===== config.mk =====
export PLATFORM = sky130hd
export DESIGN_NAME = rpa_ram
export DESIGN_NICKNAME = d
export VERILOG_FILES = /design/src/hw/rtl/rpa_ram.sv
export SDC_FILE = /design/constraint.sdc
export NUM_CORES = 1
export LEC_CHECK = 0
export BUFFER_PORTS_ARGS = -buffer_cell sky130_fd_sc_hd__clkbuf_2
export CORE_UTILIZATION = 48
export CTS_BUF_LIST = sky130_fd_sc_hd__clkbuf_8
export DETAILED_ROUTE_END_ITERATION = 12
export MAX_ROUTING_LAYER = met4
export PLACE_DENSITY = 0.73
export SYNTH_ARGS = -nofsm -noshare
export SYNTH_HDL_FRONTEND = slang
export SYNTH_SLANG_ARGS = --single-unit
export TNS_END_PERCENT = 30

===== constraint.sdc =====
create_clock -name i_clk -period 1.3 [get_ports i_clk]
set_input_delay 0.13 -clock i_clk [delete_from_list [all_inputs] [get_ports i_clk]]
set_output_delay 0.13 -clock i_clk [all_outputs]
set_load 0.05 [all_outputs]

===== src/hw/rtl/rpa_ram.sv =====
// simple dual-port synchronous ram with registered read data
`timescale 1ns / 1ps

module rpa_ram #(
    parameter int  DATA_W = 8,
    parameter int  DEPTH  = 2,
    localparam int AW     = $clog2(DEPTH)
) (
    input  logic              i_clk,
    input  logic              i_wr_en,
    input  logic [AW-1:0]     i_wr_addr,
    input  logic [DATA_W-1:0] i_wr_data,
    input  logic              i_rd_en,
    input  logic [AW-1:0]     i_rd_addr,
    output logic [DATA_W-1:0] o_rd_data
);

    logic [DATA_W-1:0] r_mem [DEPTH];
    logic [DATA_W-1:0] r_rd_data;

    always_ff @(posedge i_clk) begin
        if (i_wr_en) begin
            r_mem[i_wr_addr] <= i_wr_data;
        end
    end

    // read data holds until the next read
    always_ff @(posedge i_clk) begin
        if (i_rd_en) begin
            r_rd_data <= r_mem[i_rd_addr];
        end
    end

    assign o_rd_data = r_rd_data;

endmodule


==> impl_metrics.yaml <==
setup_path:
  worstSetupEndpointType: "output pin"
  crit_family: "flip-flops"
  worstPathCellList: "clkbuf_2"
  critPathKind: "flip-flop to output pin"
  setup.worst_path.end: "o_rd_data[3]"
  slowest_stage: "edfxtp_1"
  cp_max_fo: 1
  reg2reg_depth: 1
  cp-start-kind: "flip-flop"
  slowest_delay_ns: 0.37
  critPathRequiredTime_ns: 1.17
  r2r_start: "r_mem[1][0]"
  worst-path-buf-inv: 1
  rrSetupSlack_ns: 0.41
  worstPathArrival_ns: 0.87
  r2r_end: "o_rd_data[0]"
  crit_cells: 1
  cp-startpoint: "o_rd_data[3]"
power:
  power_density_mw_per_mm2: 1455
  p_leak_nw: 0.4103
  vdd_drop_max_uv: 925.4
  power.total_mw: 1.508
place:
  dp.cells: 79
  routabilityCongestion: 0.5666
  numPortBuffers: 20
synthesis:
  synth-seq-area-share_pct: 83.36
  yosys_warnings: 0
  syn_area_um2: 864.6
  yosysTopAreaCell: "edfxtp_1"
  synth_seq_cells: 24
  syn_nets: 48
  synthCells: 35
  synth_top_area_share_pct: 83.36
  synth_area_leaders: "edfxtp_1 (83%), mux2_4 (14%), buf_6 (1.3%), and2_1 (0.72%), nor2b_1 (0.72%)"
  post_synth_num_cell_types: 5
  syn_avg_cell_area_um2: 24.70
clock_network:
  tritoncts: "yes"
  clkSinkCount: 24
  cts-resized-gates: 0
  clkLatencyLatePin_ns: 0.25
  path_clk_slew_ns: 0.08
  cts_hold_buf: 0
  h-tree-depth: 1
  numCtsBuffers: 3
  ctsRootBufferMaster: "clkbuf_8"
  post_cts_buffers: 0
  cts.path.max_buffers: 2
flow_run:
  maxCapViolCount: 0
floorplan:
  core_area_mm2: 0.001594
  ios: 21
  rows: 14
  fp.dieArea_mm2: 0.001975
  initial_core_util_pct: 54.24
  die_x_um: 44.44
  die_h_um: 44.44
detailed_routing:
  wl_per_cell_um: 11.64
  drcViolationCount: 0
  vias: 375
  drt-total-wl_um: 966
  dr.pass1.iters: 2
  ant_nets: 0
  drt_iter0_drc: 1
  viasPerCell: 4.518
finish:
  diodes: 0
  fin_nets: 73
  fin_util_pct: 64.99
  area_growth_pct: 19.83
  stdcell_count: 83
  post_route_cells_drive_above_1_share_pct: 54.24
status:
  outcome: "completed"
sta:
  slew_violations: 0
  period_share_pct: 77.22
  fin_crit_ns: 1.004
  fmax_ghz: 0.9961
  hold_viol: 0
  tns_ns: 0
  final-setup-viol-count: 0
  slew-limit-headroom_pct: 76.50
  tightest_slew_ns: 0.3526
  skew_ns: 0.0009789
  rsz0062_at_grt: "no"
  hold_ws_ns: 0.05798
global_route:
  grt_use_total_pct: 11.57
  grt_pass1_vias: 335
  antenna_found_initial: 0
  grt_pass1_wl_mm: 1.455
  grt_overflow: 0
  grt_max_degree: 14
worst_hold_path:
  hp-class: "input port to flip-flop"
-- sequential cells by signal, indices dropped and copies added (netlist names) --
register   count
o_rd_data      8
r_mem         16
-- synth_stat cells --
cell type / number
nor2b_1: 1
buf_6: 1
and2_1: 1
mux2_4: 8
edfxtp_1: 24
-- cell type report --
class	instances	area (um2)
Multi-Input combinational cell	10	132.6
Fill cell	120	558.0
Clock inverter	1	3.754
Timing Repair Buffer	21	107.6
Clock buffer	3	41.29
Tap cell	24	30.03
Sequential cell	24	720.7
-- cells in the final DEF, fill, tap and decap left out --
| cell | count |
|---|---|
| and2_1 | 1 |
| buf_4 | 1 |
| clkbuf_2 | 20 |
| clkbuf_8 | 3 |
| clkinv_1 | 1 |
| edfxtp_1 | 24 |
| mux2_4 | 8 |
| nor2b_1 | 1 |
-- worst min path at each step --
stage / startpoint / end / cells past startpoint / slack [ns]
after floorplan: i_wr_data[0] / r_mem[0][0] / 0 / 0.23
after global placement: i_wr_data[5] / r_mem[0][5] / 1 / 0.32
after detailed placement: i_wr_data[6] / r_mem[1][6] / 1 / 0.32
after CTS: i_wr_data[4] / r_mem[1][4] / 1 / 0.05
after global routing: i_wr_data[6] / r_mem[1][6] / 1 / 0.05
final: i_wr_data[6] / r_mem[0][6] / 1 / 0.06
-- stage by stage --
| stage | worst slack [ns] | area, um2 |
|---|---|---|
| floorplan | 0.3766 | 864.6 |
| global placement | 0.3390 | 991.0 |
| detailed placement | 0.3223 | 991.0 |
| CTS | 0.2747 | 1036 |
| global route | 0.2583 | 1036 |
| finish | 0.2961 | 1036 |
-- cells by family after synthesis --
logic type,after synthesis,share of synthesized area [%]
and+or+nand+nor,2,1.448
muxes,8,13.89
DFF,24,83.36
buffers and inverters,1,1.302
-- power breakdown --
group	internal (mW)	switching, mW
Combinational	0.0605	0.103
Clock	0.210	0.208
Sequential	0.913	0.0126
Total	1.18	0.324
-- routing by layer --
layer	part of all wire, %	up-vias	global-route usage, %	wire, um
li1	-	186	-	-
met1	42	166	12.64	403
met2	50	21	17.06	483
met3	7.3	2	4.082	71
met4	0.83	0	9.091	8
met5	0	-	-	0
No activity file was read; power rests on OpenSTA's default activity.
